--- config.mk ---
export PLATFORM = sky130hd
export DESIGN_NAME = interval_overlap_query_table_core
export DESIGN_NICKNAME = d
export VERILOG_FILES = /design/src/rtl/ioqt_pkg.sv /design/src/rtl/interval_overlap_query_table_core.sv /design/src/rtl/ioqt_front.sv /design/src/rtl/ioqt_back.sv
export SDC_FILE = /design/constraint.sdc
export NUM_CORES = 2
export LEC_CHECK = 0
export BUFFER_PORTS_ARGS = -buffer_cell sky130_fd_sc_hd__clkbuf_2
export CORE_MARGIN = 5
export CORE_UTILIZATION = 50
export DETAILED_ROUTE_END_ITERATION = 12
export PLACE_DENSITY = 0.66
export SETUP_SLACK_MARGIN = 0.5
export SLEW_MARGIN = 0
export SYNTH_ARGS = -nofsm -noshare
export SYNTH_HDL_FRONTEND = slang
export SYNTH_HIERARCHICAL = 1
export SYNTH_SLANG_ARGS = --single-unit
--- constraint.sdc ---
create_clock -name i_clk -period 13.05 [get_ports i_clk]
set_clock_uncertainty 0.2 [all_clocks]
set_input_delay 2.61 -clock i_clk [delete_from_list [all_inputs] [get_ports i_clk]]
set_output_delay 2.61 -clock i_clk [all_outputs]
set_load 0.02 [all_outputs]
--- src/rtl/ioqt_pkg.sv ---
// Package for the interval overlap query table: payload structs, codes and sizes.
// No dependencies; used by every module of the block.
`default_nettype none
package ioqt_pkg;
    localparam int TableDepth = 32;
    localparam int IdxW = $clog2(TableDepth);
    localparam int CntW = $clog2(TableDepth + 1);

    localparam logic [1:0] CMD_LOAD = 2'd0;
    localparam logic [1:0] CMD_CLEAR = 2'd1;
    localparam logic [1:0] CMD_OVERLAP = 2'd2;
    localparam logic [1:0] CMD_NEAREST = 2'd3;

    localparam logic [2:0] ST_ACCEPTED = 3'd0;
    localparam logic [2:0] ST_FULL = 3'd1;
    localparam logic [2:0] ST_OVERLAP = 3'd2;
    localparam logic [2:0] ST_NEAREST = 3'd3;
    localparam logic [2:0] ST_NONE = 3'd4;

    typedef struct packed {
        logic [1:0]  command;
        logic [31:0] range_start;
        logic [31:0] range_stop;
        logic [7:0]  speaker_id;
        logic [31:0] probe_time;
    } t_in_item;

    typedef struct packed {
        logic [2:0]  status;
        logic [7:0]  hit_speaker;
        logic [31:0] overlap_length;
        logic        last_result;
    } t_out_item;
endpackage
`default_nettype wire

--- src/rtl/interval_overlap_query_table_core.sv ---
// Top level of the interval overlap query table: front queue plus back engine.
// Depends on ioqt_pkg, ioqt_front and ioqt_back.
//
// Usage: items arrive on the i_in channel (valid/ready) and results leave on
// the o_out channel. A load or clear gives one result with status accepted or
// table full. An overlap query walks the table one entry per cycle and emits
// every hit in table order, the final one marked by last_result; a miss gives
// one none-found result. A nearest query walks all entries, one per cycle, and
// gives one result. A load finds its slot by shifting entries up one per cycle.
// An overlap query pauses its walk at each hit after the first to emit the one before.
// A two-entry queue lets new items be taken while the engine is busy.
// A held result stalls the walk until the receiver takes it.
// Reset empties the table and the queue; stored turns need no clearing.
`default_nettype none
module interval_overlap_query_table_core import ioqt_pkg::*; (
    input  wire logic      i_clk,
    input  wire logic      i_rst_n,
    input  wire logic      i_in_valid,
    output logic           o_in_ready,
    input  wire t_in_item  i_in_data,
    output logic           o_out_valid,
    input  wire logic      i_out_ready,
    output t_out_item      o_out_data
);
    logic     w_q_valid, w_q_ready;
    t_in_item w_q_data;

    ioqt_front u_front (
        .i_clk(i_clk), .i_rst_n(i_rst_n),
        .i_in_valid(i_in_valid), .o_in_ready(o_in_ready), .i_in_data(i_in_data),
        .o_q_valid(w_q_valid), .i_q_ready(w_q_ready), .o_q_data(w_q_data)
    );

    ioqt_back u_back (
        .i_clk(i_clk), .i_rst_n(i_rst_n),
        .i_q_valid(w_q_valid), .o_q_ready(w_q_ready), .i_q_data(w_q_data),
        .o_out_valid(o_out_valid), .i_out_ready(i_out_ready), .o_out_data(o_out_data)
    );

`ifndef SYNTH
    a_status_range: assert property (@(posedge i_clk) disable iff (!i_rst_n)
        o_out_valid |-> o_out_data.status <= ST_NONE)
        else $error("bad status");
    a_hold: assert property (@(posedge i_clk) disable iff (!i_rst_n)
        o_out_valid && !i_out_ready |=> o_out_valid && $stable(o_out_data))
        else $error("result not held");
    a_len: assert property (@(posedge i_clk) disable iff (!i_rst_n)
        o_out_valid && o_out_data.status != ST_OVERLAP |-> o_out_data.overlap_length == 0)
        else $error("length on non-overlap result");
`endif
endmodule
`default_nettype wire

--- src/rtl/ioqt_front.sv ---
// Front end: accepts input items and holds them in a two-entry queue.
// Depends on ioqt_pkg.
`default_nettype none
module ioqt_front import ioqt_pkg::*; (
    input  wire logic     i_clk,
    input  wire logic     i_rst_n,
    input  wire logic     i_in_valid,
    output logic          o_in_ready,
    input  wire t_in_item i_in_data,
    output logic          o_q_valid,
    input  wire logic     i_q_ready,
    output t_in_item      o_q_data
);
    t_in_item   r_mem [2];
    logic       r_wp, r_rp;
    logic [1:0] r_cnt;
    logic       w_push, w_pop;

    assign o_in_ready = (r_cnt != 2'd2);
    assign o_q_valid  = (r_cnt != 2'd0);
    assign o_q_data   = r_mem[r_rp];
    assign w_push     = i_in_valid && o_in_ready;
    assign w_pop      = o_q_valid && i_q_ready;

    always_ff @(posedge i_clk) begin
        if (w_push) begin
            r_mem[r_wp] <= i_in_data;
        end
        if (!i_rst_n) begin
            r_wp  <= 1'b0;
            r_rp  <= 1'b0;
            r_cnt <= 2'd0;
        end else begin
            if (w_push) r_wp <= ~r_wp;
            if (w_pop) r_rp <= ~r_rp;
            r_cnt <= r_cnt + {1'b0, w_push} - {1'b0, w_pop};
        end
    end
endmodule
`default_nettype wire

--- src/rtl/ioqt_back.sv ---
// Back end: table storage, insertion shift, overlap scan and nearest search.
// Depends on ioqt_pkg.
`default_nettype none
module ioqt_back import ioqt_pkg::*; (
    input  wire logic     i_clk,
    input  wire logic     i_rst_n,
    input  wire logic     i_q_valid,
    output logic          o_q_ready,
    input  wire t_in_item i_q_data,
    output logic          o_out_valid,
    input  wire logic     i_out_ready,
    output t_out_item     o_out_data
);
    localparam logic [2:0] S_IDLE = 3'd0;
    localparam logic [2:0] S_FIND = 3'd1;
    localparam logic [2:0] S_SHIFT = 3'd2;
    localparam logic [2:0] S_SCAN = 3'd3;
    localparam logic [2:0] S_NEAR = 3'd4;
    localparam logic [2:0] S_HOLD = 3'd5;

    logic [31:0] r_start [TableDepth];
    logic [31:0] r_stop  [TableDepth];
    logic [7:0]  r_spk   [TableDepth];
    logic [CntW-1:0] r_count, r_i;
    logic [2:0]  r_state;
    t_in_item    r_cmd;
    logic        r_have;
    logic [34:0] r_best;
    logic [7:0]  r_best_spk;
    logic        r_ov;
    t_out_item   r_out;
    logic        r_out_valid;

    logic [IdxW-1:0] w_idx, w_prev;
    logic [31:0] w_hi, w_lo;
    logic [34:0] w_sum, w_dist;
    logic        w_slot;
    logic        w_hit;

    assign w_idx  = r_i[IdxW-1:0];
    assign w_prev = w_idx - 1'b1;
    assign w_hi   = (r_stop[w_idx] < r_cmd.range_stop) ? r_stop[w_idx] : r_cmd.range_stop;
    assign w_lo   = (r_start[w_idx] > r_cmd.range_start) ? r_start[w_idx] : r_cmd.range_start;
    assign w_hit  = w_hi > w_lo;
    assign w_sum  = {3'b0, r_start[w_idx]} + {3'b0, r_stop[w_idx]}
                  - {2'b0, r_cmd.probe_time, 1'b0};
    assign w_dist = w_sum[34] ? (~w_sum + 35'd1) : w_sum;
    assign w_slot = !r_out_valid || i_out_ready;
    assign o_q_ready   = (r_state == S_IDLE) && w_slot;
    assign o_out_valid = r_out_valid;
    assign o_out_data  = r_out;

    always_ff @(posedge i_clk) begin
        if (r_state == S_SHIFT) begin
            if (r_i != 0 && r_start[w_prev] > r_cmd.range_start) begin
                r_start[w_idx] <= r_start[w_prev];
                r_stop[w_idx]  <= r_stop[w_prev];
                r_spk[w_idx]   <= r_spk[w_prev];
            end else begin
                r_start[w_idx] <= r_cmd.range_start;
                r_stop[w_idx]  <= r_cmd.range_stop;
                r_spk[w_idx]   <= r_cmd.speaker_id;
            end
        end
        if (!i_rst_n) begin
            r_state     <= S_IDLE;
            r_count     <= '0;
            r_out_valid <= 1'b0;
            r_i         <= '0;
            r_have      <= 1'b0;
            r_ov        <= 1'b0;
        end else begin
            if (r_out_valid && i_out_ready) r_out_valid <= 1'b0;
            case (r_state)
                S_IDLE: begin
                    if (i_q_valid && w_slot) begin
                        r_cmd <= i_q_data;
                        r_i   <= '0;
                        r_have <= 1'b0;
                        r_ov   <= 1'b0;
                        case (i_q_data.command)
                            CMD_LOAD: begin
                                if (r_count == CntW'(TableDepth)) begin
                                    r_out <= '{ST_FULL, 8'd0, 32'd0, 1'b1};
                                    r_out_valid <= 1'b1;
                                end else begin
                                    r_i <= r_count;
                                    r_state <= S_SHIFT;
                                end
                            end
                            CMD_CLEAR: begin
                                r_count <= '0;
                                r_out <= '{ST_ACCEPTED, 8'd0, 32'd0, 1'b1};
                                r_out_valid <= 1'b1;
                            end
                            CMD_OVERLAP: r_state <= S_SCAN;
                            default: r_state <= S_NEAR;
                        endcase
                    end
                end
                S_SHIFT: begin
                    if (r_i != 0 && r_start[w_prev] > r_cmd.range_start) begin
                        r_i <= r_i - 1'b1;
                    end else begin
                        r_count <= r_count + 1'b1;
                        r_out <= '{ST_ACCEPTED, 8'd0, 32'd0, 1'b1};
                        r_out_valid <= 1'b1;
                        r_state <= S_IDLE;
                    end
                end
                S_SCAN: begin
                    if (r_i == r_count) begin
                        if (w_slot) begin
                            if (r_ov) begin
                                r_out.last_result <= 1'b1;
                            end else begin
                                r_out <= '{ST_NONE, 8'd0, 32'd0, 1'b1};
                            end
                            r_out_valid <= 1'b1;
                            r_state <= S_HOLD;
                        end
                    end else if (!w_hit) begin
                        r_i <= r_i + 1'b1;
                    end else if (!r_ov) begin
                        if (w_slot) begin
                            r_out <= '{ST_OVERLAP, r_spk[w_idx], w_hi - w_lo, 1'b0};
                            r_ov  <= 1'b1;
                            r_i   <= r_i + 1'b1;
                        end
                    end else if (w_slot) begin
                        r_out_valid <= 1'b1;
                        r_ov  <= 1'b0;
                    end
                end
                S_HOLD: begin
                    if (w_slot || !r_out_valid) r_state <= S_IDLE;
                end
                S_NEAR: begin
                    if (r_i == r_count) begin
                        if (w_slot) begin
                            r_out <= r_have ? '{ST_NEAREST, r_best_spk, 32'd0, 1'b1}
                                            : '{ST_NONE, 8'd0, 32'd0, 1'b1};
                            r_out_valid <= 1'b1;
                            r_state <= S_IDLE;
                        end
                    end else begin
                        if (!r_have || w_dist < r_best) begin
                            r_best <= w_dist;
                            r_best_spk <= r_spk[w_idx];
                        end
                        r_have <= 1'b1;
                        r_i <= r_i + 1'b1;
                    end
                end
                default: r_state <= S_IDLE;
            endcase
        end
    end
endmodule
`default_nettype wire
-- Word level (Yosys, flattened, before mapping)
Memory sizes are Yosys's and may differ from the RTL's. A register that Yosys moved wholly into a read port is not among the register bits.
Cells that the tools add are included.
- bits in registers: 213
- latch bits: 0
- RAM bits: 2516
- memory bits (read-only): 0
- input bits: 110
- word-level logic and storage cells: 183
- memories: 4
- add/subtract/negate cells: 10
- multipliers: 0
- div/mod/pow operators: 0
- $lt $le $gt $ge: 5
- equality and inequality tests: 30
- shift operators: 0
- multiplexer cells: 80
- bitwise logic cells: 7
- reductions and logical operators: 28
- memory list (memory ; depth ; width ; rd ports ; clocked after memory_dff ; wr ports ; line ; RTL):
    u_back.r_start ; 32 ; 32 ; 2 ; 1 ; 1 ; ioqt_back.sv:21 ; logic [31:0] r_start [TableDepth];
    u_back.r_stop ; 32 ; 32 ; 2 ; 1 ; 1 ; ioqt_back.sv:22 ; logic [31:0] r_stop [TableDepth];
    u_back.r_spk ; 32 ; 8 ; 2 ; 1 ; 1 ; ioqt_back.sv:23 ; logic [7:0] r_spk [TableDepth];
    u_front.r_mem ; 2 ; 106 ; 1 ; 1 ; 1 ; ioqt_front.sv:14 ; t_in_item r_mem [2];
- operators by type and width (kind ; number):
    $mux W44 ; 11
    $pmux W44 S4 ; 1
    $mux W32 ; 4
    $gt A32 B32 Y1 ; 3
    $pmux W44 S2 ; 1
    $mux W6 ; 12
    $mux W43 ; 1
    $add A35 B1 Y35 const B ; 1
    $lt A35 B35 Y1 ; 1
    $mux W35 ; 1
    $not A35 Y35 ; 1
    $sub A35 B33 Y35 ; 1
    $add A32 B32 Y33 ; 1
    $lt A32 B32 Y1 ; 1
    $sub A32 B32 Y32 ; 1
    $mux W5 ; 6
    $mux W1 ; 26
    $mux W3 ; 8
    $pmux W6 S4 ; 1
    $reduce_and A11 Y1 ; 2
    $ne A2 B2 Y1 const B ; 9
    $ne A3 B3 Y1 const B ; 5
    $pmux W3 S5 ; 1
    $add A6 B1 Y6 const B ; 2
    other kinds (32) ; 59

-- Depth between registers and ports, before layout
- word-level depth: 9
- depth in mapped cells: 36
- depth with buffers taken out: 30

-- Hierarchy
Netlist, hierarchy kept.
- modules (own cells, without submodules) (module ; instances ; cells each ; area each (um2) ; sequential area each (um2)):
    ioqt_back ; 1 ; 6110 ; 121878.1 ; 75382.3
    ioqt_front ; 1 ; 354 ; 8041.5 ; 6466.2

-- Worst setup path after synthesis
No wires, ideal clock.
- path type: register -> register
- from: reg (tool-made name)
- to: reg u_back.r_best[0] (enable)
- data arrival time: 10.785 ns
- data required time: 12.382 ns
- slack: 1.597 ns
- stages on the path, launching flop included: 35
- buffers on the path: 4
- clock period less this slack: 11.453 ns
- cell sequence: dfxtp_1 > clkbuf_1 > clkbuf_1 > clkbuf_1 > buf_1 > mux4_2 > mux4_2 > mux2_2 > inv_1 > fa_1 > inv_1 > ha_1 > and2b_1 > o2111ai_2 > a211oi_2 > o21ai_0 > nand3b_4 > or4_4 > or4_4 > or4b_4 > nor4_4 > nand2b_1 > xnor2_1 > ha_1 > a21o_1 > a21o_1 > a21oi_1 > nor2b_1 > o21ai_0 > nand2b_1 > a21oi_1 > nor2b_1 > o21ai_0 > nand4_1 > a41oi_1
- RTL lines (item ; line ; RTL):
    to (signal assigned) ; ioqt_back.sv:148 ; r_best <= w_dist;
    to (decl) ; ioqt_back.sv:28 ; logic [34:0] r_best;

==> results.tsv <==
stage	metric	value	unit
detailed_routing	post-route-drc-count	0	
synth	synth_most_common_cell	edfxtp_1	
detailed_routing	vias_per_cell	7.03	
synth	synth_flop_cell	edfxtp_1	
layout	nNetsFinal	7079	
grt	grt_usage	0.289	
critical_path	worst-path-buf-inv	5	
sta	maxSlewViolCount	0	
detailed_routing	antenna_left	0	
die	die_y	520	µm
sta	tns	0	ps
clock_tree	hold_buffers	0	
run	max-cap-violations	0	
die	core_region_area	259000	µm²
hold_path	hp-start	u_back/r_ov$_SDFFE_PN0P_	
grt	grt_pass1_vias	72000	
sta	rsz0062_at_grt	false	
clock_tree	cts_tree	done	
detailed_routing	wl_per_cell	38.0	µm
synth	synth_cells	6464	
die	die_area	270000	µm²
detailed_routing	drt-total-wl	393	mm
sta	max_freq	86.6	MHz
die	start_util	0.501	
synth	async_reset_ff_frac	0	
grt	grt_max_degree	144	
grt	antenna_found_initial	9	
hold_path	hp-class	flip-flop to flip-flop	
synth	ys_top_cells_by_area	edfxtp_1 63%, mux4_2 25%, ha_1 2.0%	
sta	relSlewSlack	0.108	
synth	synth.distinct_cells	82	
sta	hold_viol_final	0	
clock_tree	clock_latency	950	ps
critical_path	crit_family	compound AO/OA/AOI/OAI gates	
synth	synthTopCellsByCount	2,707 x edfxtp_1, 1,440 x mux4_2, 274 x clkbuf_1	
clock_tree	post-cts-setup-buffers	0	
critical_path	worst-path-max-fanout	76	
hold_path	whs_path_depth	2	
grt	grt_pass1_wl	554	mm
detailed_routing	vias	72700	
sta	post-route-period-util	0.885	
critical_path	crit_slowest_cell	dfxtp_4	
placed_design	io_buffers	155	
critical_path	rr_worst_depth	28	
die	rows	187	
synth	syn_area	130000	µm²
synth	yosysTopAreaCellShare	0.626	
clock_tree	cts-root-buf	clkbuf_16	
synth	ys_seq_area_frac	0.630	
status	status	finished, final reports clean	
clock_tree	cts_resized	0	
clock_tree	clkSinkCount	2735	
sta	worst_pin_slew	1340	ps
synth	synth_area_per_cell	20.1	µm²
synth	yosysWarnings	6	
layout	area_delta_synth_final	11.6	%
critical_path	required	13390	ps
critical_path	worst_path_largest_cell_delay	840	ps
clock_tree	clk_pin_slew	60	ps
detailed_routing	drt_iter0_markers	10400	
die	pin_count	156	
clock_tree	htree_levels	5	
grt	grt-ovfl-total	0	
layout	fillCellCount	19200	
hold_path	min_to	u_back/r_ov$_SDFFE_PN0P_	
critical_path	ff2ff_setup_slack	1500	ps
sta	fin_crit	11550	ps
sta	finalSetupViolations	0	
critical_path	r2r_end	u_back/o_out_data[5]$_DFFE_PP_	
layout	drive_above_1_share	0.363	
clock_tree	cts_buffers	298	
synth	yosysTopAreaCell	edfxtp_1	
detailed_routing	dr.pass1.iters	8	
die	die_w	520	µm
clock_tree	clk_path_buf_depth	4	
synth	synth_edf_count	2707	
critical_path	cp-end-kind	flip-flop	
critical_path	crit_arrival	11890	ps
critical_path	start_kind	flip-flop	
placed_design	gp_congestion	0.922	
synth	synth_seq_cells	2735	
placed_design	dp_hpwl	228	mm
critical_path	crit_type	flip-flop to flip-flop	
[cell usage in the layout, fill, tap and decap left out, types with 22 or more instances in the layout]
cell type	synthesis	layout
inv_1	256	255
mux2i_1	107	107
nor3_1	23	22
nor2_1	208	172
nand3_1	31	30
bufinv_16	0	23
mux2_2	172	172
nor2_4	0	35
ha_1	207	206
a21oi_2	1	32
buf_12	0	23
clkbuf_16	0	303
nand4_1	39	39
a21o_1	66	66
a21oi_1	175	144
clkbuf_1	274	50
o21ai_0	77	77
buf_4	0	184
nand2_1	95	95
clkbuf_2	0	155
clkinv_1	2	65
edfxtp_1	2707	2707
mux2_4	40	40
xor2_1	29	28
mux4_2	1440	1440
fa_1	33	33
xnor2_1	66	64
o21a_1	23	23
clkinv_2	0	47
[sequential cells by signal, indices dropped and copies added (netlist names), named ones only]
register and count:
u_back/o_out_valid 1, u_back/r_state 3, u_back/r_have 1, u_back/r_best 35, u_back/r_stop 1024, u_back/r_cmd 104, u_front/r_rp 1, u_back/r_start 1024
u_front/r_mem 212, u_back/r_ov 1, u_front/r_cnt 2, u_back/o_out_data 44, u_back/r_best_spk 8, u_back/r_spk 256, u_front/r_wp 1, u_back/r_count 6
u_back/r_i 6
[stage by stage]
step	worst slack (ps)	util	std cells	hold slack, ps	cell area, µm²
after detailed placement	1560	0.524	9830	320	136000
after CTS	1480	0.559	10300	329	145000
after floorplan	1600	-	6465	255	130000
after global routing	1020	0.559	10300	353	145000
final	1500	0.559	10300	340	145000
after global placement	1570	0.524	9830	287	136000
[worst min-delay path: cells and delay by family, from the launching register on]
family / cells / cell delay, ps
AO/OA/AOI/OAI: 2 / 170
flip-flops: 1 / 320
[per-layer routing]
metal / wire, µm / GRT usage / vias up
met2: 186000 / 0.452 / 4933
met5: 28 / 0 / -
met3: 43200 / 0.0699 / 684
met1: 148000 / 0.402 / 39000
li1: - / - / 28100
met4: 15700 / 0.0980 / 4
[worst max-delay path by stage]
| stage | end | startpoint | slack, ps | cells past startpoint |
|---|---|---|---|---|
| floorplan | u_back/r_best[0]$_DFFE_PP_ | flip-flop | 1600 | 34 |
| global placement | u_back/o_out_data[12]$_DFFE_PP_ | flip-flop | 1570 | 28 |
| detailed placement | u_back/o_out_data[15]$_DFFE_PP_ | flip-flop | 1560 | 28 |
| CTS | u_back/o_out_data[20]$_DFFE_PP_ | flip-flop | 1480 | 28 |
| global route | u_back/o_out_data[4]$_DFFE_PP_ | flip-flop | 1020 | 28 |
| finish | u_back/o_out_data[5]$_DFFE_PP_ | flip-flop | 1500 | 28 |
[final cells by class]
class	instances	area, µm²	area share
multi-input cells	3073	46000	0.318
diodes	7	17.5	0.000121
well taps	3402	4260	0.0294
repair buffers	363	2630	0.0182
clock inverters	151	1330	0.00916
clock buffers	357	7830	0.0540
flip-flops and latches	2735	81900	0.565
inverters	258	970	0.00669
[cell families (layout without fill, tap and decap cells)]
family	after synthesis	in the layout	synth area share
AOI/OAI and AO/OA	474	474	0.0231
xor gates and xnor gates	95	95	0.00640
adders and majority gates	240	240	0.0250
buffers and inverters	657	1129	0.0194
DFF	2735	2735	0.630
muxes	1759	1759	0.277
other	1	9	0.0000289
and+or+nand+nor	503	503	0.0186
Power is not shown: default switching activity piles up to over one toggle a cycle in this logic, so the estimate is an artifact.
